## src/wml_pkg.sv

```systemverilog
// ----------------------------------------------------------------------------
// Window median by lightness: shared package
// Holds the widths, the beat types of both channels and the window limits.
// ----------------------------------------------------------------------------
package wml_pkg;

	localparam int MAX_PIX   = 9;
	localparam int PIX_W     = 24;
	localparam int LUM_W     = 8;
	localparam int IDX_W     = 4;
	localparam int RANK_W    = 4;
	localparam int DEF_WIN_W = 3;
	localparam int DEF_WIN_H = 3;

	typedef logic [PIX_W-1:0]  pix_t;
	typedef logic [LUM_W-1:0]  lum_t;
	typedef logic [IDX_W-1:0]  idx_t;
	typedef logic [RANK_W-1:0] rank_t;

	typedef struct packed {
		pix_t pixel_0;
		pix_t pixel_1;
		pix_t pixel_2;
		pix_t pixel_3;
		pix_t pixel_4;
		pix_t pixel_5;
		pix_t pixel_6;
		pix_t pixel_7;
		pix_t pixel_8;
	} in_beat_t;

	typedef struct packed {
		pix_t median_pixel;
		lum_t median_lightness;
		idx_t median_index;
	} out_beat_t;

endpackage

```

## src/wml_light.sv

```systemverilog
// ----------------------------------------------------------------------------
// Window median by lightness: lightness lane
// Computes (max + min) / 2 of the three color channels of one pixel.
// ----------------------------------------------------------------------------
module wml_light
	import wml_pkg::*;
(
	input  pix_t pixel,
	output lum_t lightness
);

	logic [7:0] r;
	logic [7:0] g;
	logic [7:0] b;
	logic [7:0] hi;
	logic [7:0] lo;
	logic [8:0] sum;

	always_comb begin
		r = pixel[23:16];
		g = pixel[15:8];
		b = pixel[7:0];
		hi = r;
		lo = r;
		if (g > hi) begin
			hi = g;
		end
		if (b > hi) begin
			hi = b;
		end
		if (g < lo) begin
			lo = g;
		end
		if (b < lo) begin
			lo = b;
		end
		sum = {1'b0, hi} + {1'b0, lo};
	end

	assign lightness = sum[8:1];

endmodule

```

## src/wml_rank.sv

```systemverilog
// ----------------------------------------------------------------------------
// Window median by lightness: rank lane
// Counts the pixels that sort ahead of this lane's pixel, brighter first and
// the lower window index first among equals.
// ----------------------------------------------------------------------------
module wml_rank
	import wml_pkg::*;
#(
	parameter int NUM_PIX = MAX_PIX,
	parameter int LANE    = 0
) (
	input  lum_t  lum [MAX_PIX],
	output rank_t rank
);

	logic [MAX_PIX-1:0] ahead;

	always_comb begin
		for (int q = 0; q < MAX_PIX; q++) begin
			if (q < NUM_PIX) begin
				ahead[q] = (lum[q] > lum[LANE]) || ((lum[q] == lum[LANE]) && (q < LANE));
			end else begin
				ahead[q] = 1'b0;
			end
		end
	end

	assign rank = RANK_W'($countones(ahead));

endmodule

```

## src/wml_merge.sv

```systemverilog
// ----------------------------------------------------------------------------
// Window median by lightness: merge stage
// Picks the one lane whose rank equals the middle rank of the window.
// ----------------------------------------------------------------------------
module wml_merge
	import wml_pkg::*;
#(
	parameter int NUM_PIX = MAX_PIX
) (
	input  pix_t      pix  [MAX_PIX],
	input  lum_t      lum  [MAX_PIX],
	input  rank_t     rank [MAX_PIX],
	output out_beat_t result
);

	localparam int    Target    = NUM_PIX / 2;
	localparam rank_t TargetRank = RANK_W'(Target);

	logic [MAX_PIX-1:0] hit;

	always_comb begin
		result = '0;
		for (int p = 0; p < MAX_PIX; p++) begin
			hit[p] = (p < NUM_PIX) && (rank[p] == TargetRank);
			if (hit[p]) begin
				result.median_pixel     = result.median_pixel | pix[p];
				result.median_lightness = result.median_lightness | lum[p];
				result.median_index     = result.median_index | IDX_W'(p);
			end
		end
	end

endmodule

```

## src/window_median_by_lightness_top.sv

```systemverilog
// ----------------------------------------------------------------------------
// Window median by lightness: top level
// Returns the pixel of a window that holds the median lightness rank.
// ----------------------------------------------------------------------------
// Usage:
// The input channel (in_valid, in_ready, in_data) carries one window per beat,
// pixels packed 0xRRGGBB in column-major order. The output channel (out_valid,
// out_ready, out_data) returns one beat per window: the color, lightness and
// window index of the pixel at the middle rank, ranked by lightness from
// brightest down and by lower index among equal lightness.
// The pipeline has three register stages: lightness lanes, rank lanes and the
// merge into the output register. One window is taken every cycle while the
// receiver keeps up. When the receiver stalls, the stages fill up one by one
// and in_ready falls only once every stage holds a beat; no beat is dropped.
// Reset clears all valid flags, so the block starts empty with in_ready high.
// The window size follows WIN_W * WIN_H; only the first pixels of a beat that
// fall inside that count take part.
// ----------------------------------------------------------------------------
module window_median_by_lightness_top
	import wml_pkg::*;
#(
	parameter int WIN_W = DEF_WIN_W,
	parameter int WIN_H = DEF_WIN_H
) (
	input  logic      clk,
	input  logic      arst_n,
	input  logic      in_valid,
	output logic      in_ready,
	input  in_beat_t  in_data,
	output logic      out_valid,
	input  logic      out_ready,
	output out_beat_t out_data
);

	localparam int NumRaw = WIN_W * WIN_H;
	localparam int NumPix = (NumRaw < 1) ? 1 : ((NumRaw > MAX_PIX) ? MAX_PIX : NumRaw);

	pix_t      pix_in [MAX_PIX];
	lum_t      lum_in [MAX_PIX];
	pix_t      pix_s1 [MAX_PIX];
	lum_t      lum_s1 [MAX_PIX];
	rank_t     rank_c [MAX_PIX];
	pix_t      pix_s2 [MAX_PIX];
	lum_t      lum_s2 [MAX_PIX];
	rank_t     rank_s2 [MAX_PIX];
	out_beat_t merged;

	logic valid_s1;
	logic valid_s2;
	logic out_valid_q;
	logic rdy1;
	logic rdy2;
	logic rdy3;

	assign pix_in[0] = in_data.pixel_0;
	assign pix_in[1] = in_data.pixel_1;
	assign pix_in[2] = in_data.pixel_2;
	assign pix_in[3] = in_data.pixel_3;
	assign pix_in[4] = in_data.pixel_4;
	assign pix_in[5] = in_data.pixel_5;
	assign pix_in[6] = in_data.pixel_6;
	assign pix_in[7] = in_data.pixel_7;
	assign pix_in[8] = in_data.pixel_8;

	for (genvar k = 0; k < MAX_PIX; k++) begin : g_lane
		wml_light u_light (
			.pixel     (pix_in[k]),
			.lightness (lum_in[k])
		);

		wml_rank #(
			.NUM_PIX (NumPix),
			.LANE    (k)
		) u_rank (
			.lum  (lum_s1),
			.rank (rank_c[k])
		);
	end

	wml_merge #(
		.NUM_PIX (NumPix)
	) u_merge (
		.pix    (pix_s2),
		.lum    (lum_s2),
		.rank   (rank_s2),
		.result (merged)
	);

	assign rdy3     = !out_valid_q || out_ready;
	assign rdy2     = !valid_s2 || rdy3;
	assign rdy1     = !valid_s1 || rdy2;
	assign in_ready = rdy1;
	assign out_valid = out_valid_q;

	always_ff @(posedge clk or negedge arst_n) begin
		if (!arst_n) begin
			valid_s1    <= 1'b0;
			valid_s2    <= 1'b0;
			out_valid_q <= 1'b0;
		end else begin
			if (rdy1) begin
				valid_s1 <= in_valid;
			end
			if (rdy2) begin
				valid_s2 <= valid_s1;
			end
			if (rdy3) begin
				out_valid_q <= valid_s2;
			end
		end
	end

	always_ff @(posedge clk) begin
		if (in_valid && rdy1) begin
			pix_s1 <= pix_in;
			lum_s1 <= lum_in;
		end
		if (valid_s1 && rdy2) begin
			pix_s2  <= pix_s1;
			lum_s2  <= lum_s1;
			rank_s2 <= rank_c;
		end
		if (valid_s2 && rdy3) begin
			out_data <= merged;
		end
	end

endmodule

```

## config.mk

```make
export PLATFORM = sky130hd
export DESIGN_NAME = window_median_by_lightness_top
export DESIGN_NICKNAME = d
export VERILOG_FILES = /design/src/wml_pkg.sv /design/src/wml_light.sv /design/src/wml_rank.sv /design/src/wml_merge.sv /design/src/window_median_by_lightness_top.sv
export SDC_FILE = /design/constraint.sdc
export NUM_CORES = 1
export LEC_CHECK = 0
export ABC_AREA = 1
export BUFFER_PORTS_ARGS = -buffer_cell sky130_fd_sc_hd__clkbuf_2
export CAP_MARGIN = 5
export CORE_UTILIZATION = 55
export DETAILED_ROUTE_END_ITERATION = 7
export PLACE_DENSITY_LB_ADDON = 0.05
export SYNTH_ARGS = -nofsm -noshare
export SYNTH_HDL_FRONTEND = slang
export SYNTH_HIERARCHICAL = 1
export SYNTH_SLANG_ARGS = --single-unit
```

## constraint.sdc

```tcl
create_clock -name clk -period 13 [get_ports clk]
set_clock_uncertainty 0.2 [all_clocks]
set_input_delay 2.6 -clock clk [delete_from_list [all_inputs] [get_ports clk]]
set_output_delay 2.6 -clock clk [all_outputs]
set_load 0.1 [all_outputs]
```

==> summary.md <==
| Metric | Value |
|---|---|
| Post-synth EDFFs | `648` |
| Area of the core | `88500 sq um` |
| Failing checks | `DRC` |
| Yosys top cell area share | `0.396` |
| Syn_area_per_cell | `9.11 sq um` |
| Min Hold Slack | `206 ps` |
| Final Cell Area | `54100 sq um` |
| Largest net degree at the start of global routing | `167` |
| Hold Path Sink | `pix_s2[27]` |
| Die W | `301 um` |
| MaxCap Viol Count | `0` |
| RD Place Congestion | `0.917` |
| Clock sink total | `651` |
| DPL Wire Length | `106000 um` |
| Pleak | `26.6 nW` |
| Layout cells sized above 1 | `0.115` |
| CTS clock-pin slew for the worst setup and hold paths | `60 ps` |
| Initial antenna violation count | `3` |
| Commonest non-fill, non-tap cells in the layout | `nand2_1, ha_1, inv_1` |
| Slew @ Worst Pin | `1140 ps` |
| PD cells | `257 nW/um^2` |
| Slew HR | `0.238` |
| Synth Area in XOR/XNOR | `0.00641` |
| Post-CTS setup buffers | `0` |
| Inserted Clock Buffers | `71` |
| CTS max path bufs | `3` |
| Total grt overflow | `0` |
| Adder-cell share of the synthesized area | `0.244` |
| Placement Cell Area | `51900 sq um` |
| Req. time, crit path | `13160 ps` |
| Reg-to-reg slack, setup | `7930 ps` |
| Worst Hold Depth | `0` |
| CP max-delay cell | `fa_1` |
| Post_cts resized | `0` |
| Max Slew Vio Count | `0` |
| Initial Util | `0.556` |
| CTS Hold Bufs | `0` |
| Worst ir drop on vdd | `213 uV` |
| Critical path buffers and inverters | `3` |
| Netlist cell types | `41` |
| WL/cell | `21.2 um` |
| IO Count | `258` |
| Latest clock arrival within the worst-skew pair | `640 ps` |
| # setup viols final | `0` |
| First-pass GRT wire length | `219000 um` |
| H-Tree Depth | `3` |
| Syn nets | `6550` |
| Count of input and output buffers | `257` |
| Cells after Synth | `5400` |
| Yosys reg bits | `651` |
| Worst-path fanout max | `16` |
| Post-Syn Area | `49200 sq um` |
| Die area | `90600 sq um` |
| CTS tree | `yes` |
| Crit-path leading delay family | `simple AND/OR/NAND/NOR gates` |
| First-pass DRT Iterations | `7` |
| Final period util | `0.491` |
| Avg Vias per Cell | `5.63` |
| Synth Area in Simple Gates | `0.204` |
| Layout Utilization | `0.611` |
| Vias | `39002` |
| Final total power | `0.0139 W` |
| Part of the Yosys area used for sequential elements | `0.397` |
| WS Path Type | `in2reg` |
| Crit path DAT | `6540 ps` |
| Remaining antenna violation count | `0` |
| GRT Total Usage | `0.325` |
| Combinational family with the most area after synthesis | `adder cells` |
| DR iter-0 viols | `3598` |
| # diodes | `0` |
| Reg2reg path depth | `13` |
| Final hold violation count | `0` |
| Reg-to-reg endpoint | `rank_s2[14]` |
| Setup TNS | `0 ps` |
| Minimum clock period | `6380 ps` |
| Crit. End Element | `flop` |
| Crit path top cell by count | `nor2_1` |
| Cell Rows | `109` |
| Routed wire length | `147000 um` |
| Status | `complete, but fails checks` |
| Commonest non-fill, non-tap cell in the layout | `nand2_1` |
| Post-synth top flop | `edfxtp_1` |
| Layout area overhead | `10.1%` |
| CP max stage delay | `400 ps` |
| Mux contribution to synthesized area | `0` |
| HP Class | `reg2reg` |
| Ranking of synthesized cells by area | `edfxtp_1, ha_1, nand2_1, inv_1, nand3_1` |
| Post-synth ARST share | `0.00461` |
| Nets@finish | `6858` |
| Height of the die | `301 um` |
| Post-synthesis compound-gate area fraction | `0.0843` |
| Crit start category | `primary input` |
| Area leader, netlist | `edfxtp_1` |
| Root Buffer | `clkbuf_16` |
| Number of global-route vias before repair | `36325` |
| Worst r2r src | `lum_s1[28]` |
| Drc violations | `4` |
| RSZ-0062 raised after global routing | `false` |
| Hold_sp | `pix_s1[27]` |
| YS warnings | `6` |
| Max Clock Freq | `157 MHz` |
flip-flops by register name, summed over array words and instances, names as in the netlist:
| name | count |
|---|---|
| lum_s2 | 72 |
| pix_s2 | 216 |
| valid_s1 | 1 |
| rank_s2 | 36 |
| valid_s2 | 1 |
| pix_s1 | 216 |
| lum_s1 | 72 |
| out_data | 36 |
| out_valid | 1 |
synthesized netlist by cell type (3+ instances only):
| cell | instances |
|---|---|
| nand3_1 | 427 |
| nand3_2 | 10 |
| o211ai_1 | 9 |
| edfxtp_1 | 648 |
| buf_2 | 33 |
| nand3b_1 | 12 |
| nor2_1 | 351 |
| a211oi_1 | 9 |
| nand2_4 | 9 |
| nand2_8 | 9 |
| xnor2_1 | 7 |
| buf_4 | 12 |
| a21o_2 | 3 |
| nor3_1 | 32 |
| inv_2 | 21 |
| nor2_2 | 45 |
| buf_6 | 18 |
| inv_1 | 675 |
| a21o_1 | 38 |
| o21ai_1 | 6 |
| nand2_1 | 1202 |
| dfrtp_1 | 3 |
| nor2_4 | 25 |
| or2_1 | 9 |
| a21oi_1 | 391 |
| nand4_2 | 10 |
| nand2_2 | 83 |
| o21a_2 | 3 |
| clkbuf_1 | 27 |
| o21ai_2 | 9 |
| o21ai_4 | 9 |
| o21a_1 | 9 |
| xor2_1 | 29 |
| fa_1 | 46 |
| o21bai_1 | 32 |
| ha_1 | 884 |
| o21ai_0 | 227 |
| nand4_1 | 24 |
worst max-delay path by stage:
stage	startpoint	end	slack (ps)	depth (start not counted)
2_1_floorplan	out_ready	lum_s2[0]	3030	4
3_3_place_gp	in_data[215]	lum_s1[71]	6060	25
3_5_place_dp	in_data[215]	lum_s1[71]	6000	25
4_1_cts	in_data[215]	lum_s1[71]	6650	25
5_1_grt	in_data[47]	lum_s1[15]	6050	25
6_report	in_data[213]	lum_s1[71]	6620	29
where the power goes:
group / internal [W] / switching [W] / leakage (nW)
clock: 0.00111 / 0.000832 / 1.06
combinational: 0.00291 / 0.00563 / 19.2
sequential: 0.00311 / 0.000348 / 6.33
total: 0.00712 / 0.00681 / 26.6
cell type report:
cell class	count	area [sq um]
inverter	696	2630
clock inverter	36	303
clock buffer	88	1880
timing repair buffer	325	1820
tap	1165	1460
fill	7718	34400
multi-input combinational	3963	26500
sequential	651	19500
per-stage QoR:
stage / cells / setup slack, ps
2_1_floorplan: 5400 / 3030
3_3_place_gp: 6800 / 6060
3_5_place_dp: 6800 / 6000
4_1_cts: 6924 / 6650
5_1_grt: 6924 / 6050
6_report: 6924 / 6620
routing by layer:
layer	track usage	vias up	wire length, um
met5	0	-	0
met4	0.125	0	5860
met3	0.0467	282	11300
met2	0.504	1345	64700
met1	0.460	18320	65000
li1	-	19055	-
logic make-up after synthesis:
| kind of cell | count (synthesis) |
|---|---|
| simple gates | 2250 |
| compound gates | 747 |
| fa+ha+maj | 930 |
| buf+inv | 786 |
| xor+xnor | 36 |
| flops | 651 |
Note: power is estimated with default switching activity, not from simulation.
